`src/rtl/core/lcdnw_pkg.sv`:
```
// Package: widths, codes and constant tables for the LCD decimal number writer.
`timescale 1ns / 1ps
`default_nettype none

package lcdnw_pkg;

    localparam int ROWS       = 4;
    localparam int COLS       = 8;
    localparam int MAX_DIGITS = 5;

    localparam int VALUE_W = 16;
    localparam int COUNT_W = 7;
    localparam int POS_W   = 8;
    localparam int BYTE_W  = 8;
    localparam int DIGITS  = 5;
    localparam int BCD_W   = 4 * DIGITS;
    localparam int NDIG_W  = 3;

    localparam int CFG_IDX_W = 2;

    localparam logic [CFG_IDX_W-1:0] CFG_WIDE_LEAD = 2'd0;
    localparam logic [CFG_IDX_W-1:0] CFG_WIDE_BASE = 2'd1;

    localparam logic [BYTE_W-1:0] WIDE_LEAD_RST = 8'hA3;
    localparam logic [BYTE_W-1:0] WIDE_BASE_RST = 8'hB0;

    localparam logic [BYTE_W-1:0] SYNC_CMD   = 8'hF8;
    localparam logic [BYTE_W-1:0] SYNC_DATA  = 8'hFA;
    localparam logic [BYTE_W-1:0] ASCII_ZERO = 8'd48;
    localparam logic [BYTE_W-1:0] NIBBLE_HI  = 8'hF0;

    localparam logic [BYTE_W-1:0] ROW_BASE [4] = '{8'h80, 8'h90, 8'h88, 8'h98};

    localparam logic [1:0] FRM_SYNC = 2'd0;
    localparam logic [1:0] FRM_HIGH = 2'd1;
    localparam logic [1:0] FRM_LOW  = 2'd2;

    typedef struct packed {
        logic [VALUE_W-1:0] bin;
        logic [BCD_W-1:0]   bcd;
        logic [NDIG_W-1:0]  ndig;
        logic               wide;
        logic               has_addr;
        logic [BYTE_W-1:0]  cmd;
    } t_item;

endpackage

`default_nettype wire

```
`src/rtl/core/lcdnw_if.sv`:
```
// Interfaces: input word, result word and configuration write channels.
`timescale 1ns / 1ps
`default_nettype none

interface lcdnw_in_if;
    import lcdnw_pkg::*;
    logic               valid;
    logic               ready;
    logic [VALUE_W-1:0] value;
    logic [COUNT_W-1:0] digit_count;
    logic               full_width;
    logic [POS_W-1:0]   row;
    logic [POS_W-1:0]   column;
    modport source (output valid, value, digit_count, full_width, row, column, input ready);
    modport sink   (input valid, value, digit_count, full_width, row, column, output ready);
endinterface

interface lcdnw_out_if;
    import lcdnw_pkg::*;
    logic              valid;
    logic              ready;
    logic [BYTE_W-1:0] serial_byte;
    logic              last;
    modport source (output valid, serial_byte, last, input ready);
    modport sink   (input valid, serial_byte, last, output ready);
endinterface

interface lcdnw_cfg_if;
    import lcdnw_pkg::*;
    logic                 valid;
    logic                 ready;
    logic [CFG_IDX_W-1:0] index;
    logic [BYTE_W-1:0]    data;
    modport source (output valid, index, data, input ready);
    modport sink   (input valid, index, data, output ready);
endinterface

`default_nettype wire

```
`src/rtl/core/lcd_decimal_number_writer.sv`:
```
// Top level: decimal number to serial LCD frame stream, pipelined BCD conversion and framer.
// Each LCD byte goes out as three frames (sync, high nibble, low nibble); a word with nothing
// to send is taken from the pipeline without frames. Conversion is a 5-stage pipeline,
// the framer sets the rate and stalls the pipeline while it is busy.
// Reset (synchronous, active low) empties the pipeline, framer and output register
// and restores the wide-digit registers to 0xA3 / 0xB0.
`timescale 1ns / 1ps
`default_nettype none

module lcd_decimal_number_writer
    import lcdnw_pkg::*;
(
    input  wire         i_clk,
    input  wire         i_rst_n,
    lcdnw_in_if.sink    i_in,
    lcdnw_cfg_if.sink   i_cfg,
    lcdnw_out_if.source o_out
);

    localparam int STAGES = 5;

    function automatic t_item dd4(t_item it);
        t_item r;
        r = it;
        for (int s = 0; s < 4; s++) begin
            for (int d = 0; d < DIGITS; d++) begin
                if (r.bcd[d*4 +: 4] >= 4'd5) begin
                    r.bcd[d*4 +: 4] = r.bcd[d*4 +: 4] + 4'd3;
                end
            end
            {r.bcd, r.bin} = {r.bcd[BCD_W-2:0], r.bin, 1'b0};
        end
        return r;
    endfunction

    // configuration
    logic [BYTE_W-1:0] r_wide_lead;
    logic [BYTE_W-1:0] r_wide_base;

    assign i_cfg.ready = 1'b1;

    always_ff @(posedge i_clk) begin
        if (!i_rst_n) begin
            r_wide_lead <= WIDE_LEAD_RST;
            r_wide_base <= WIDE_BASE_RST;
        end else if (i_cfg.valid) begin
            unique case (i_cfg.index)
                CFG_WIDE_LEAD: r_wide_lead <= i_cfg.data;
                CFG_WIDE_BASE: r_wide_base <= i_cfg.data;
                default: ;
            endcase
        end
    end

    // conversion pipeline
    t_item r_st [STAGES];
    logic  r_v  [STAGES];
    t_item n_item;
    logic  pipe_en;
    logic  seq_load;

    assign pipe_en    = !r_v[STAGES-1] || seq_load;
    assign i_in.ready = pipe_en;

    always_comb begin
        n_item      = '0;
        n_item.bin  = i_in.value;
        n_item.ndig = (i_in.digit_count > COUNT_W'(MAX_DIGITS))
                      ? NDIG_W'(MAX_DIGITS) : i_in.digit_count[NDIG_W-1:0];
        n_item.wide = i_in.full_width;
        n_item.has_addr = (i_in.row < POS_W'(ROWS)) && (i_in.column < POS_W'(COLS));
        n_item.cmd  = ROW_BASE[i_in.row[1:0]] | {4'h0, i_in.column[3:0]};
    end

    always_ff @(posedge i_clk) begin
        if (!i_rst_n) begin
            for (int k = 0; k < STAGES; k++) begin
                r_v[k] <= 1'b0;
            end
        end else if (pipe_en) begin
            r_v[0] <= i_in.valid;
            for (int k = 1; k < STAGES; k++) begin
                r_v[k] <= r_v[k-1];
            end
        end
    end

    always_ff @(posedge i_clk) begin
        if (pipe_en) begin
            r_st[0] <= n_item;
            for (int k = 1; k < STAGES; k++) begin
                r_st[k] <= dd4(r_st[k-1]);
            end
        end
    end

    // framer
    logic              r_busy;
    logic              r_has_cmd;
    logic [NDIG_W-1:0] r_dig;
    logic              r_half;
    logic [1:0]        r_frm;
    logic              r_wide;
    logic [BYTE_W-1:0] r_cmd;
    logic [3:0]        r_digs [DIGITS];

    logic              r_out_valid;
    logic [BYTE_W-1:0] r_out_byte;
    logic              r_out_last;

    logic              out_free;
    logic              gen;
    logic              is_last;
    logic              has_work;
    logic [NDIG_W-1:0] ptr;
    logic [3:0]        cur_dig;
    logic [BYTE_W-1:0] cur_byte;
    logic [BYTE_W-1:0] n_frame;

    assign out_free = !r_out_valid || o_out.ready;
    assign gen      = r_busy && out_free;
    assign ptr      = r_dig - NDIG_W'(1);
    assign cur_dig  = r_digs[ptr];
    assign is_last  = (r_frm == FRM_LOW) &&
                      ((r_has_cmd && r_dig == '0) ||
                       (!r_has_cmd && r_dig == NDIG_W'(1) && (!r_wide || r_half)));
    assign seq_load = r_v[STAGES-1] && (!r_busy || (gen && is_last));
    assign has_work = r_st[STAGES-1].has_addr || (r_st[STAGES-1].ndig != '0);

    always_comb begin
        if (r_has_cmd) begin
            cur_byte = r_cmd;
        end else if (r_wide) begin
            cur_byte = r_half ? (r_wide_base + {4'h0, cur_dig}) : r_wide_lead;
        end else begin
            cur_byte = ASCII_ZERO + {4'h0, cur_dig};
        end
        case (r_frm)
            FRM_SYNC: n_frame = r_has_cmd ? SYNC_CMD : SYNC_DATA;
            FRM_HIGH: n_frame = cur_byte & NIBBLE_HI;
            FRM_LOW:  n_frame = {cur_byte[3:0], 4'h0};
            default:  n_frame = '0;
        endcase
    end

    always_ff @(posedge i_clk) begin
        if (!i_rst_n) begin
            r_busy      <= 1'b0;
            r_out_valid <= 1'b0;
            r_frm       <= FRM_SYNC;
        end else begin
            if (out_free) begin
                r_out_valid <= gen;
            end
            if (seq_load) begin
                r_busy <= has_work;
                r_frm  <= FRM_SYNC;
            end else if (gen) begin
                if (is_last) begin
                    r_busy <= 1'b0;
                end
                r_frm <= (r_frm == FRM_LOW) ? FRM_SYNC : r_frm + 2'd1;
            end
        end
    end

    always_ff @(posedge i_clk) begin
        if (gen) begin
            r_out_byte <= n_frame;
            r_out_last <= is_last;
        end
        if (seq_load) begin
            r_has_cmd <= r_st[STAGES-1].has_addr;
            r_dig     <= r_st[STAGES-1].ndig;
            r_half    <= 1'b0;
            r_wide    <= r_st[STAGES-1].wide;
            r_cmd     <= r_st[STAGES-1].cmd;
            for (int d = 0; d < DIGITS; d++) begin
                r_digs[d] <= r_st[STAGES-1].bcd[d*4 +: 4];
            end
        end else if (gen && r_frm == FRM_LOW) begin
            if (r_has_cmd) begin
                r_has_cmd <= 1'b0;
            end else if (r_wide && !r_half) begin
                r_half <= 1'b1;
            end else begin
                r_half <= 1'b0;
                r_dig  <= r_dig - NDIG_W'(1);
            end
        end
    end

    assign o_out.valid       = r_out_valid;
    assign o_out.serial_byte = r_out_byte;
    assign o_out.last        = r_out_last;

`ifndef NO_ASSERTIONS
    a_digits_left: assert property (@(posedge i_clk) disable iff (!i_rst_n)
        r_busy && !r_has_cmd |-> r_dig != '0 && r_dig <= NDIG_W'(MAX_DIGITS))
        else $error("framer busy with no byte left");

    a_load_start: assert property (@(posedge i_clk) disable iff (!i_rst_n)
        seq_load && has_work |=> r_busy && r_frm == FRM_SYNC)
        else $error("framer did not start a loaded word at its sync frame");

    a_stall_hold: assert property (@(posedge i_clk) disable iff (!i_rst_n)
        r_v[STAGES-1] && !seq_load |=> r_v[STAGES-1])
        else $error("pipeline dropped a stalled word");

    a_last_end: assert property (@(posedge i_clk) disable iff (!i_rst_n)
        gen && is_last && !seq_load |=> !r_busy)
        else $error("framer kept running after last frame");
`endif

endmodule

`default_nettype wire

```
`src/flat_wrapper.sv`:
```
// flat-port wrapper written by rule: the top's interface ports become plain ports
module lcd_decimal_number_writer_flat import lcdnw_pkg::*;
  (i_clk, i_rst_n, i_in_valid, i_in_value, i_in_digit_count, i_in_full_width, i_in_row, i_in_column, i_in_ready, i_cfg_valid, i_cfg_index, i_cfg_data, i_cfg_ready, o_out_valid, o_out_serial_byte, o_out_last, o_out_ready);
  lcdnw_in_if i_in_i ();
  lcdnw_cfg_if i_cfg_i ();
  lcdnw_out_if o_out_i ();
  input  wire i_clk;
  input  wire i_rst_n;
  input wire logic [$bits(i_in_i.valid)-1:0] i_in_valid;
  input wire logic [$bits(i_in_i.value)-1:0] i_in_value;
  input wire logic [$bits(i_in_i.digit_count)-1:0] i_in_digit_count;
  input wire logic [$bits(i_in_i.full_width)-1:0] i_in_full_width;
  input wire logic [$bits(i_in_i.row)-1:0] i_in_row;
  input wire logic [$bits(i_in_i.column)-1:0] i_in_column;
  output wire logic [$bits(i_in_i.ready)-1:0] i_in_ready;
  input wire logic [$bits(i_cfg_i.valid)-1:0] i_cfg_valid;
  input wire logic [$bits(i_cfg_i.index)-1:0] i_cfg_index;
  input wire logic [$bits(i_cfg_i.data)-1:0] i_cfg_data;
  output wire logic [$bits(i_cfg_i.ready)-1:0] i_cfg_ready;
  output wire logic [$bits(o_out_i.valid)-1:0] o_out_valid;
  output wire logic [$bits(o_out_i.serial_byte)-1:0] o_out_serial_byte;
  output wire logic [$bits(o_out_i.last)-1:0] o_out_last;
  input wire logic [$bits(o_out_i.ready)-1:0] o_out_ready;
  assign i_in_i.valid = i_in_valid;
  assign i_in_i.value = i_in_value;
  assign i_in_i.digit_count = i_in_digit_count;
  assign i_in_i.full_width = i_in_full_width;
  assign i_in_i.row = i_in_row;
  assign i_in_i.column = i_in_column;
  assign i_in_ready = i_in_i.ready;
  assign i_cfg_i.valid = i_cfg_valid;
  assign i_cfg_i.index = i_cfg_index;
  assign i_cfg_i.data = i_cfg_data;
  assign i_cfg_ready = i_cfg_i.ready;
  assign o_out_valid = o_out_i.valid;
  assign o_out_serial_byte = o_out_i.serial_byte;
  assign o_out_last = o_out_i.last;
  assign o_out_i.ready = o_out_ready;
  lcd_decimal_number_writer u_core (.i_clk(i_clk), .i_rst_n(i_rst_n), .i_in(i_in_i), .i_cfg(i_cfg_i), .o_out(o_out_i));
endmodule
```
`config.mk`:
```
export PLATFORM = sky130hd
export DESIGN_NAME = lcd_decimal_number_writer_flat
export DESIGN_NICKNAME = d
export VERILOG_FILES = /design/src/rtl/core/lcdnw_pkg.sv /design/src/rtl/core/lcdnw_if.sv /design/src/rtl/core/lcd_decimal_number_writer.sv /design/src/flat_wrapper.sv
export SDC_FILE = /design/constraint.sdc
export NUM_CORES = 1
export LEC_CHECK = 0
export BUFFER_PORTS_ARGS = -buffer_cell sky130_fd_sc_hd__buf_2
export CORE_MARGIN = 3
export CORE_UTILIZATION = 25
export CTS_BUF_LIST = sky130_fd_sc_hd__clkbuf_16
export CTS_CLUSTER_DIAMETER = 30
export DETAILED_ROUTE_END_ITERATION = 10
export SYNTH_ARGS = -nofsm -noshare
export SYNTH_HDL_FRONTEND = slang
export SYNTH_SLANG_ARGS = --single-unit
```
`constraint.sdc`:
```
create_clock -name i_clk -period 6.6 [get_ports i_clk]
set_clock_uncertainty 0.1 [all_clocks]
set_input_delay 0.33 -clock i_clk [delete_from_list [all_inputs] [get_ports i_clk]]
set_output_delay 0.33 -clock i_clk [all_outputs]
set_load 0.05 [all_outputs]
```
==> out/qor.csv <==
metric,value,unit
status,finished clean,
p_leak,5.399,nW
synth_top_area_share,0.4978,
finish.net_count,1190,
dieWidth,215.6,µm
tritoncts,yes,
max_freq,224.7,MHz
wl,19340,µm
core.rowCount,76,
clkLatencyLatePin,0.57,ns
synth_edf_count,182,
cts_resized,0,
cp_max_fo,13,
clockBufferDepth,3,
ant_nets,0,
first_iter_violations,511,
syn_inst,967,
path_class,register to register,
drive_gt1_frac,0.1842,
synth_most_common_cell,edfxtp_1,
synth_cell_types,89,
reg2reg_slack,2.15,ns
finalCriticalPeriod,4.451,ns
grt_use_total,0.08462,
path_common_cell,ha_1,
crit_path_cell_trace,"inv_1, ha_1, nand2b_1, a21oi_1, xnor2_1, ha_1, nand2b_1, o311ai_0, nand2_1, mux2i_1, o21ai_0, xnor2_2, ha_1, inv_1, o21ai_0, a21oi_1, nor3_1, a221o_1",
cp.required,6.80,ns
maxSlewViolCount,0,
finalWeightedCongestion,0.7597,
clk_pin_slew,0.05,ns
die_area,46460,µm²
synth_area,10980,µm²
yosys.area.top_type,edfxtp_1,
first_pass_iters,5,
synth_common_cells,"edfxtp_1, nand2_1, a21oi_1, nor2_1, o21ai_0",
setup_viol,0,
ys_seq_elements,203,
synth.yosys.warnings,0,
io_pins,67,
dpl.hpwl,12920,µm
io_buffers,63,
dr_total_vias,7622,
crit_path_start_kind,register,
cts_made_buffers,48,
ys.flop_type,edfxtp_1,
area_growth,27.31,%
cts_sinks,203,
ys_async_sr_fraction,0,
die_h,215.6,µm
setup_slack,2.149,ns
avgSynthCellArea,11.35,µm²
grt_pass1_vias,7495,
hold_viol,0,
diodes,0,
overflow,0,
drc_errors,0,
fin_setup_tns,0,ns
post_cts_buffers,0,
htree_levels,2,
whs,0.03273,ns
root_buffer,clkbuf_16,
max-slew-margin-rel,0.2932,
place_ws,2.134,ns
final_area,13980,µm²
wl_per_cell,11.28,µm
start_util,0.2537,
rsz0062_at_grt,false,
synth_area_leaders,"edfxtp_1, ha_1, dfxtp_1, mux2i_1, a21oi_1",
antenna_found_initial,0,
cp_top_family,compound AO/OA/AOI/OAI gates,
coreArea,43270,µm²
critPathBufInv,2,
crit_arrival,4.65,ns
vdd_drop_max,0.2933,mV
fin_crit_sh,0.6744,
via_per_inst,4.447,
cellPowerDensity,564.0,nW/µm²
place_area,11940,µm²
grt_max_degree,84,
critPathMaxStageDelay,0.73,ns
grt_pass1_wl,33920,µm
slowest_stage,mux2i_1,
worst_pin_slew,1.060,ns
end_kind,register,
synth-seq-area-share,0.5361,
hold_class,input port to register,
cap_violations,0,
[flip-flops by register name (all words and copies together), names as in the netlist]
name and flops:
u_core.r_st 140, u_core.r_digs 20, u_core.r_wide_base 8, u_core.r_wide_lead 8, u_core.o_out.serial_byte 6, u_core.r_cmd 5, u_core.r_v 5, u_core.r_dig 3
u_core.r_frm 2, u_core.o_out.last 1, u_core.o_out.valid 1, u_core.r_busy 1, u_core.r_half 1, u_core.r_has_cmd 1, u_core.r_wide 1
[stage by stage]
step,cells,utilization,power (mW)
after global routing,1714,0.3230,8.532
after detailed placement,1585,0.2759,5.591
final,1714,0.3230,7.883
after CTS,1714,0.3230,7.951
after global placement,1585,0.2759,5.440
after floorplan,968,-,4.999
[layout by cell type (no fill, tap or decap), drive strengths merged, types with 30 or more instances in the layout]
cell and count:
inv 61, xnor2 30, clkbuf 48, nor2 71
nand2 73, mux2i 42, a21oi 77, buf 68
ha 43, o21ai 68, edfxtp 182, dlygate4sd3 41
[per-layer routing]
layer / GRT usage / part of all wire / vias to the layer above
met3: 0.02520 / 0.050 / 30
met2: 0.1411 / 0.48 / 158
met5: 0 / 0 / -
li1: - / - / 3899
met4: 0.03723 / 0.022 / 0
met1: 0.1015 / 0.45 / 3535
[what timing repair did]
item                       CTS  global route
hold buffers                41             0
hold endpoints to repair    44             0
setup endpoints to repair    0             0
[report_power, final]
part | total (mW) | internal, mW | switching, mW
combinational | 3.74 | 1.61 | 2.13
clock | 2.27 | 1.53 | 0.743
sequential | 1.87 | 1.76 | 0.106
[path summary, 6_finish.rpt]
path | startpoint | to | cells past startpoint
setup / recovery | u_core.r_st[0][62] | u_core.r_st[0][116] | 18
hold / removal | i_rst_n | u_core.r_wide_lead[1] | 2
setup reg to reg | u_core.r_st[0][62] | u_core.r_st[0][116] | 18
hold reg to reg | u_core.r_st[0][93] | u_core.r_st[0][146] | 0
[cell families after synthesis]
| family | after synthesis | share of synthesized area |
|---|---|---|
| multiplexers | 61 | 0.06223 |
| AO/OA/AOI/OAI | 277 | 0.1710 |
| flip-flops | 203 | 0.5361 |
| XOR/XNOR | 38 | 0.03476 |
| adder cells (fa/ha/maj) | 45 | 0.05174 |
| AND/OR/NAND/NOR | 250 | 0.1104 |
| other | 2 | 0.0006841 |
| buffers and inverters | 91 | 0.03305 |
[cell type report]
class / count / area, µm²
Sequential cell: 203 / 5886
Clock buffer: 48 / 1201
Timing Repair Buffer: 109 / 775.7
Tap cell: 585 / 732.0
Multi-Input combinational cell: 674 / 4746
Inverter: 55 / 207.7
Fill cell: 4290 / 29290
Clock inverter: 40 / 427.9
(Power assumes the default switching activity.)
